<file path="src/design/tlbrr_pkg.sv">
`default_nettype none

package tlbrr_pkg;

	localparam int TLB_ENTRIES = 64;
	localparam int IDX_W       = $clog2(TLB_ENTRIES);
	localparam int PAGE_W      = 20;
	localparam int SLOT_W      = 6;
	localparam int WORD_W      = 32;
	localparam int OFFSET_W    = 12;
	localparam int OP_W        = 2;

	localparam logic [IDX_W-1:0] IDX_LAST = IDX_W'(TLB_ENTRIES - 1);

	localparam logic [OP_W-1:0] OP_LOAD    = 2'd0;
	localparam logic [OP_W-1:0] OP_INV_ONE = 2'd1;
	localparam logic [OP_W-1:0] OP_INV_ALL = 2'd2;

	localparam int IN_DATA_W  = 48;
	localparam int OUT_DATA_W = 136;

endpackage

`default_nettype wire

</file>
<file path="src/design/tlb_refill_round_robin_core.sv">
`default_nettype none

// Round-robin TLB refill engine. Each transaction on the slave side carries one
// operation: load a translation, invalidate one page, or invalidate all entries.
// Load and invalidate-one walk the entry table one slot per cycle through a
// single tag memory read port and stop at the first free slot or the first
// valid matching tag; when no slot does (full table on load, or a miss), the
// walk runs through the last slot. Invalidate-all and unused operation codes
// skip the walk and go straight to the finish state. The slave side is ready
// again as the result appears. Valid bits live in flops and reset clears them
// at once, so no clearing pass is needed. A result waits in the master-side
// output register, and the next request is taken while it waits; that request
// holds its own result until the waiting one is taken.
module tlb_refill_round_robin_core
	import tlbrr_pkg::*;
(
	input  wire                   clk,
	input  wire                   arst_n,
	input  wire                   s_tvalid,
	output logic                  s_tready,
	// virtual_page[19:0], physical_page[39:20], read_only[40], zero fill[47:41]
	input  wire [IN_DATA_W-1:0]   s_tdata,
	// operation[1:0]
	input  wire [OP_W-1:0]        s_tuser,
	output logic                  m_tvalid,
	input  wire                   m_tready,
	// slot[5:0], replaced[6], matched[7], entry_hi[39:8], entry_lo[71:40],
	// free_load_count[103:72], replace_load_count[135:104]
	output logic [OUT_DATA_W-1:0] m_tdata
);

	localparam logic [1:0] ST_IDLE   = 2'd0;
	localparam logic [1:0] ST_SCAN   = 2'd1;
	localparam logic [1:0] ST_FINISH = 2'd2;

	logic [1:0]             state_q;
	logic [OP_W-1:0]        op_q;
	logic [PAGE_W-1:0]      vpage_q;
	logic [PAGE_W-1:0]      ppage_q;
	logic                   ro_q;
	logic [IDX_W-1:0]       addr_q;
	logic                   issue_done_q;
	logic                   rd_vld_s1;
	logic [IDX_W-1:0]       idx_s1;
	logic                   found_q;
	logic [IDX_W-1:0]       hit_idx_q;
	logic [TLB_ENTRIES-1:0] valid_q;
	logic [IDX_W-1:0]       victim_q;
	logic [WORD_W-1:0]      free_cnt_q;
	logic [WORD_W-1:0]      repl_cnt_q;

	logic [PAGE_W-1:0]      tag_rd_data;
	logic                   rd_en;
	logic                   hit_s1;
	logic                   last_s1;
	logic                   in_xfer;
	logic                   out_free;
	logic                   finish;
	logic                   is_load;
	logic                   do_replace;
	logic [IDX_W-1:0]       fin_idx;
	logic [IDX_W+SLOT_W-1:0] idx_ext;
	logic [SLOT_W-1:0]      res_slot;
	logic                   res_replaced;
	logic                   res_matched;
	logic [WORD_W-1:0]      res_hi;
	logic [WORD_W-1:0]      res_lo;
	logic [WORD_W-1:0]      free_cnt_nxt;
	logic [WORD_W-1:0]      repl_cnt_nxt;
	logic                   tag_we;

	assign s_tready = (state_q == ST_IDLE);
	assign in_xfer  = s_tvalid && s_tready;
	assign out_free = !m_tvalid || m_tready;
	assign finish   = (state_q == ST_FINISH) && out_free;
	assign rd_en    = (state_q == ST_SCAN) && !issue_done_q;

	assign hit_s1 = rd_vld_s1 && ((op_q == OP_LOAD) ? !valid_q[idx_s1]
		: (valid_q[idx_s1] && (tag_rd_data == vpage_q)));
	assign last_s1 = rd_vld_s1 && (idx_s1 == IDX_LAST);

	always_comb begin
		is_load      = (op_q == OP_LOAD);
		do_replace   = is_load && !found_q;
		fin_idx      = do_replace ? victim_q : hit_idx_q;
		idx_ext      = {{SLOT_W{1'b0}}, fin_idx};
		res_slot     = (is_load || ((op_q == OP_INV_ONE) && found_q))
			? idx_ext[SLOT_W-1:0] : '0;
		res_replaced = do_replace;
		res_matched  = (op_q == OP_INV_ONE) && found_q;
		res_hi       = is_load ? {vpage_q, {OFFSET_W{1'b0}}} : '0;
		res_lo       = is_load ? {ppage_q, 1'b0, !ro_q, 1'b1, 9'b0} : '0;
		free_cnt_nxt = free_cnt_q + WORD_W'(is_load && found_q);
		repl_cnt_nxt = repl_cnt_q + WORD_W'(do_replace);
		tag_we       = finish && is_load;
	end

	tlbrr_ram #(
		.WIDTH(PAGE_W),
		.DEPTH(TLB_ENTRIES)
	) u_tag_ram (
		.clk    (clk),
		.wr_en  (tag_we),
		.wr_addr(fin_idx),
		.wr_data(vpage_q),
		.rd_en  (rd_en),
		.rd_addr(addr_q),
		.rd_data(tag_rd_data)
	);

	always_ff @(posedge clk) begin
		if (in_xfer) begin
			op_q    <= s_tuser;
			vpage_q <= s_tdata[PAGE_W-1:0];
			ppage_q <= s_tdata[2*PAGE_W-1:PAGE_W];
			ro_q    <= s_tdata[2*PAGE_W];
		end
		if (rd_en) begin
			idx_s1 <= addr_q;
		end
		if (finish) begin
			m_tdata <= {repl_cnt_nxt, free_cnt_nxt, res_lo, res_hi,
				res_matched, res_replaced, res_slot};
		end
	end

	always_ff @(posedge clk or negedge arst_n) begin
		if (!arst_n) begin
			state_q      <= ST_IDLE;
			addr_q       <= '0;
			issue_done_q <= 1'b0;
			rd_vld_s1    <= 1'b0;
			found_q      <= 1'b0;
			hit_idx_q    <= '0;
			valid_q      <= '0;
			victim_q     <= '0;
			free_cnt_q   <= '0;
			repl_cnt_q   <= '0;
			m_tvalid     <= 1'b0;
		end else begin
			rd_vld_s1 <= rd_en;
			if (m_tvalid && m_tready && !finish) begin
				m_tvalid <= 1'b0;
			end
			case (state_q)
				ST_IDLE: begin
					if (in_xfer) begin
						addr_q       <= '0;
						issue_done_q <= 1'b0;
						found_q      <= 1'b0;
						if ((s_tuser == OP_LOAD) || (s_tuser == OP_INV_ONE)) begin
							state_q <= ST_SCAN;
						end else begin
							state_q <= ST_FINISH;
						end
					end
				end
				ST_SCAN: begin
					if (rd_en) begin
						addr_q <= addr_q + 1'b1;
						if (addr_q == IDX_LAST) begin
							issue_done_q <= 1'b1;
						end
					end
					if (hit_s1) begin
						found_q   <= 1'b1;
						hit_idx_q <= idx_s1;
						state_q   <= ST_FINISH;
					end else if (last_s1) begin
						state_q <= ST_FINISH;
					end
				end
				ST_FINISH: begin
					if (out_free) begin
						m_tvalid   <= 1'b1;
						free_cnt_q <= free_cnt_nxt;
						repl_cnt_q <= repl_cnt_nxt;
						state_q    <= ST_IDLE;
						if (is_load) begin
							valid_q[fin_idx] <= 1'b1;
						end else if ((op_q == OP_INV_ONE) && found_q) begin
							valid_q[hit_idx_q] <= 1'b0;
						end else if (op_q == OP_INV_ALL) begin
							valid_q <= '0;
						end
						if (do_replace) begin
							victim_q <= (victim_q == IDX_LAST) ? '0 : victim_q + 1'b1;
						end
					end
				end
				default: begin
					state_q <= ST_IDLE;
				end
			endcase
		end
	end

`ifndef SYNTHESIS
	a_busy_after_accept: assert property (@(posedge clk) disable iff (!arst_n)
		in_xfer |=> !s_tready)
		else $error("request accepted while a request was in progress");

	a_replace_only_when_full: assert property (@(posedge clk) disable iff (!arst_n)
		(state_q == ST_FINISH && do_replace) |-> (&valid_q))
		else $error("round-robin replacement with a free slot present");

	a_free_slot_is_free: assert property (@(posedge clk) disable iff (!arst_n)
		(state_q == ST_FINISH && is_load && found_q) |-> !valid_q[hit_idx_q])
		else $error("load into a slot that is already valid");

	a_inv_all_clears: assert property (@(posedge clk) disable iff (!arst_n)
		(finish && op_q == OP_INV_ALL) |=> (valid_q == '0))
		else $error("invalidate-all left valid entries");
`endif

endmodule

`default_nettype wire

</file>
<file path="src/design/tlbrr_ram.sv">
`default_nettype none

module tlbrr_ram #(
	parameter int WIDTH = 8,
	parameter int DEPTH = 16
) (
	input  wire                     clk,
	input  wire                     wr_en,
	input  wire [$clog2(DEPTH)-1:0] wr_addr,
	input  wire [WIDTH-1:0]         wr_data,
	input  wire                     rd_en,
	input  wire [$clog2(DEPTH)-1:0] rd_addr,
	output logic [WIDTH-1:0]        rd_data
);

	logic [WIDTH-1:0] mem [DEPTH];

	always_ff @(posedge clk) begin
		if (wr_en) begin
			mem[wr_addr] <= wr_data;
		end
		if (rd_en) begin
			rd_data <= mem[rd_addr];
		end
	end

endmodule

`default_nettype wire
</file>
<file path="config.mk">
export PLATFORM = sky130hd
export DESIGN_NAME = tlb_refill_round_robin_core
export DESIGN_NICKNAME = d
export VERILOG_FILES = /design/src/design/tlbrr_pkg.sv /design/src/design/tlb_refill_round_robin_core.sv /design/src/design/tlbrr_ram.sv
export SDC_FILE = /design/constraint.sdc
export NUM_CORES = 2
export LEC_CHECK = 0
export ABC_CLOCK_PERIOD_IN_PS = 9500
export BUFFER_PORTS_ARGS = -buffer_cell sky130_fd_sc_hd__buf_2
export CAP_MARGIN = 20
export CORE_ASPECT_RATIO = 0.5
export CORE_UTILIZATION = 50
export DETAILED_ROUTE_END_ITERATION = 10
export PLACE_DENSITY = 0.66
export SETUP_SLACK_MARGIN = 0.5
export SLEW_MARGIN = 0
export SYNTH_ARGS = -nofsm -noshare
export SYNTH_HDL_FRONTEND = slang
export SYNTH_SLANG_ARGS = --single-unit
</file>
<file path="constraint.sdc">
create_clock -name clk -period 9.5 [get_ports clk]
set_clock_uncertainty 0.2 [all_clocks]
set_input_delay 1.9 -clock clk [delete_from_list [all_inputs] [get_ports clk]]
set_output_delay 1.9 -clock clk [all_outputs]
set_load 0.1 [all_outputs]
</file>
==> results.cfg <==
[run_status]
status = complete, but fails checks
violations = DRC

[timing]
fmax_mhz = 206
drv_slew = 0
fin_crit_ns = 4.85
relSlewSlack = 0.216
tns_ns = 0
rsz0062_at_grt = no
max_slew.worst_pin.slew_ns = 1.18
period_share = 0.511
setup_violations = 0
hold_viol_final = 0
fin_ws_ns = 4.65

[logic_synthesis]
syn_area_per_cell_sq_um = 20.9
synth.most_common_cell = edfxtp_1
yosysWarnings = 0
synthSimpleGateAreaFrac = 0.0307
synth_compound_area_frac = 0.0168
synth_top_cell_by_area = edfxtp_1
synth_area_leaders = edfxtp_1 69%, mux4_2 15%, dfrtp_1 6.0%
synth_top_family_by_area = multiplexers
synthesis.area_sq_mm = 0.0632
ys.flop_type = edfxtp_1
synth_edf_count = 1463
syn_inst = 3031
synth-seq-cells = 1615
synth_xor_area_frac = 0.0204
synthArstFlopShare = 0.0941
yosysTopAreaCellShare = 0.695
yosysSeqAreaShare = 0.755
yosys-top-cells-count = 1463 x edfxtp_1, 421 x mux4_2, 152 x dfrtp_1, 136 x nor2_1, 131 x o21ai_0
muxShareOfSynthArea = 0.162
synthAdderAreaFrac = 0.00119
ys_types = 51

[die]
die_h_um = 253
die_area_sq_mm = 0.128
io_pins = 192
rows = 91
die_x_um = 505
initial_core_util = 0.509
coreArea_sq_mm = 0.124

[pwr]
peakVddDrop_uv = 208
leakage_nw = 23.5
p_per_area_mw_per_mm2 = 188
power.total_mw = 13.4

[routing]
viasPerCell = 6.00
routed_wl_mm = 143
dr_total_vias = 30400
drc = 80
drtAntennaViolNets = 0
wl_per_cell_um = 28.2
drt_iter0_drc = 3784
firstDrtPassIters = 9

[worst_setup_path]
cp.arrival_ns = 5.10
reg2regPathDepth = 5
crit_required_ns = 9.75
worstSetupPathType = primary input to register
critPathCaptureType = register
startpoint_type = primary input
crit_fanout = 91

[grt]
antenna_found_initial = 9
grt_pass1_wl_mm = 208
gr-total-overflow = 0
grt_busiest_layer = met2
met3_usage = 0.0426
gr-usage-met2 = 0.358
grt_pass1_vias = 30400
grtUsageTotal = 0.228
grtUsageMet1 = 0.331
grt_max_degree = 117

[placement]
post_dp_cell_area_sq_mm = 0.0665
gp_congestion = 0.796
post-place-ws_ns = 3.83
hpwl_mm = 80.0
io_buffer_count = 162

[final_layout]
final_util = 0.571
fin_area_sq_mm = 0.0710
syn_to_final_growth_pct = 12.3
register_area_sq_mm = 0.0478
nFillCells = 9090
finish.net_count = 3345
drive_gt1_frac = 0.286
multiInputGateArea_sq_mm = 0.0149

[worst_hold_path]
hp-class = register to register
holdPathStages = 2

[cts]
cts_buffers = 143
clkSinkCount = 1615
clockBufferDepth = 3
cts-root-buf = clkbuf_16
h-tree-depth = 4
cts_tree = built
ctsResizeCount = 0
cts_hold_buffers = 0
clock_latency_ns = 0.78
post_cts_buffers = 0
path_clk_slew_ns = 0.06

[run]
cap_violations = 0
[where the power goes]
part                  switching (mW)  total [mW]  internal, mW
sequential     0.0000000000000000136        7.64          7.64
clock                           2.51        5.65          3.15
combinational                 0.0534      0.0607       0.00729
[worst max-delay path: stages]
cell      delay [ns]
buf_2           0.07
nand2b_1        0.13
nand3b_1        0.08
buf_4           0.25
inv_6           0.59
and3_1          0.36
nand2_1         0.45
buf_4           0.38
nor2_2          0.38
buf_4           0.39
[routing by layer]
metal  wire length [um]  up-vias
li1                   -    12800
met1              60700    16200
met2              68500     1222
met3              11100      186
met4               2690        4
met5                 27        -
[logic make-up (layout without fill, tap and decap cells)]
kind of cell,after synthesis,count (layout)
flip-flops,1615,1615
multiplexers,462,462
AND/OR/NAND/NOR,396,396
AO/OA/AOI/OAI,209,209
buffers and inverters,195,537
XOR/XNOR,147,147
adder cells (fa/ha/maj),6,6
other,1,24
[state kept, by name (all words and copies together), names as in the netlist, 2 cells and up]
name               flops
u_tag_ram.mem       1280
m_tdata              114
valid_q               64
free_cnt_q            32
repl_cnt_q            32
ppage_q               20
u_tag_ram.rd_data     20
vpage_q               20
addr_q                 6
hit_idx_q              6
idx_s1                 6
victim_q               6
op_q                   2
state_q                2
[area by class of cell]
type | instances | share of cell area
Antenna cell | 2 | 0.0000705
Timing Repair Buffer | 271 | 0.0246
Tap cell | 1674 | 0.0295
Clock inverter | 71 | 0.00830
Sequential cell | 1615 | 0.672
Inverter | 12 | 0.000705
Clock buffer | 183 | 0.0549
Multi-Input combinational cell | 1242 | 0.209
[stage by stage]
step | cells | hold WS [ns]
6_report | 5070 | 0.286
5_1_grt | 5068 | 0.322
4_1_cts | 5066 | 0.289
3_3_place_gp | 4808 | 0.274
3_5_place_dp | 4812 | 0.274
2_1_floorplan | 3052 | 0.223
[worst paths after layout]
kind | start | endpoint | slack, ns
min reg2reg | free_cnt_q[0] | free_cnt_q[0] | 0.29
min in group asynchronous | arst_n | repl_cnt_q[17] | 0.96
max reg2reg | addr_q[0] | u_tag_ram.rd_data[11] | 5.23
max in group asynchronous | arst_n | addr_q[0] | 6.59
min | free_cnt_q[0] | free_cnt_q[0] | 0.29
max | m_tready | u_tag_ram.mem[6][12] | 4.65
[layout by cell type, fill, tap and decap left out, types with 7 or more instances in the layout]
cell,count
clkinv_2,19
xor2_1,71
and4_1,10
edfxtp_1,1463
and2_1,44
nor2_4,7
nor3_1,24
inv_1,10
clkbuf_16,150
mux4_1,17
nor2_2,59
mux4_2,421
buf_2,163
o21ai_0,131
nor2_1,71
xnor2_1,76
nand2_1,84
and3_1,9
conb_1,22
clkinv_1,33
bufinv_16,9
a21oi_1,69
clkbuf_1,31
dfrtp_1,147
mux2i_1,13
nand3_1,27
buf_4,99
nand4_1,24
(Power assumes the default switching activity.)
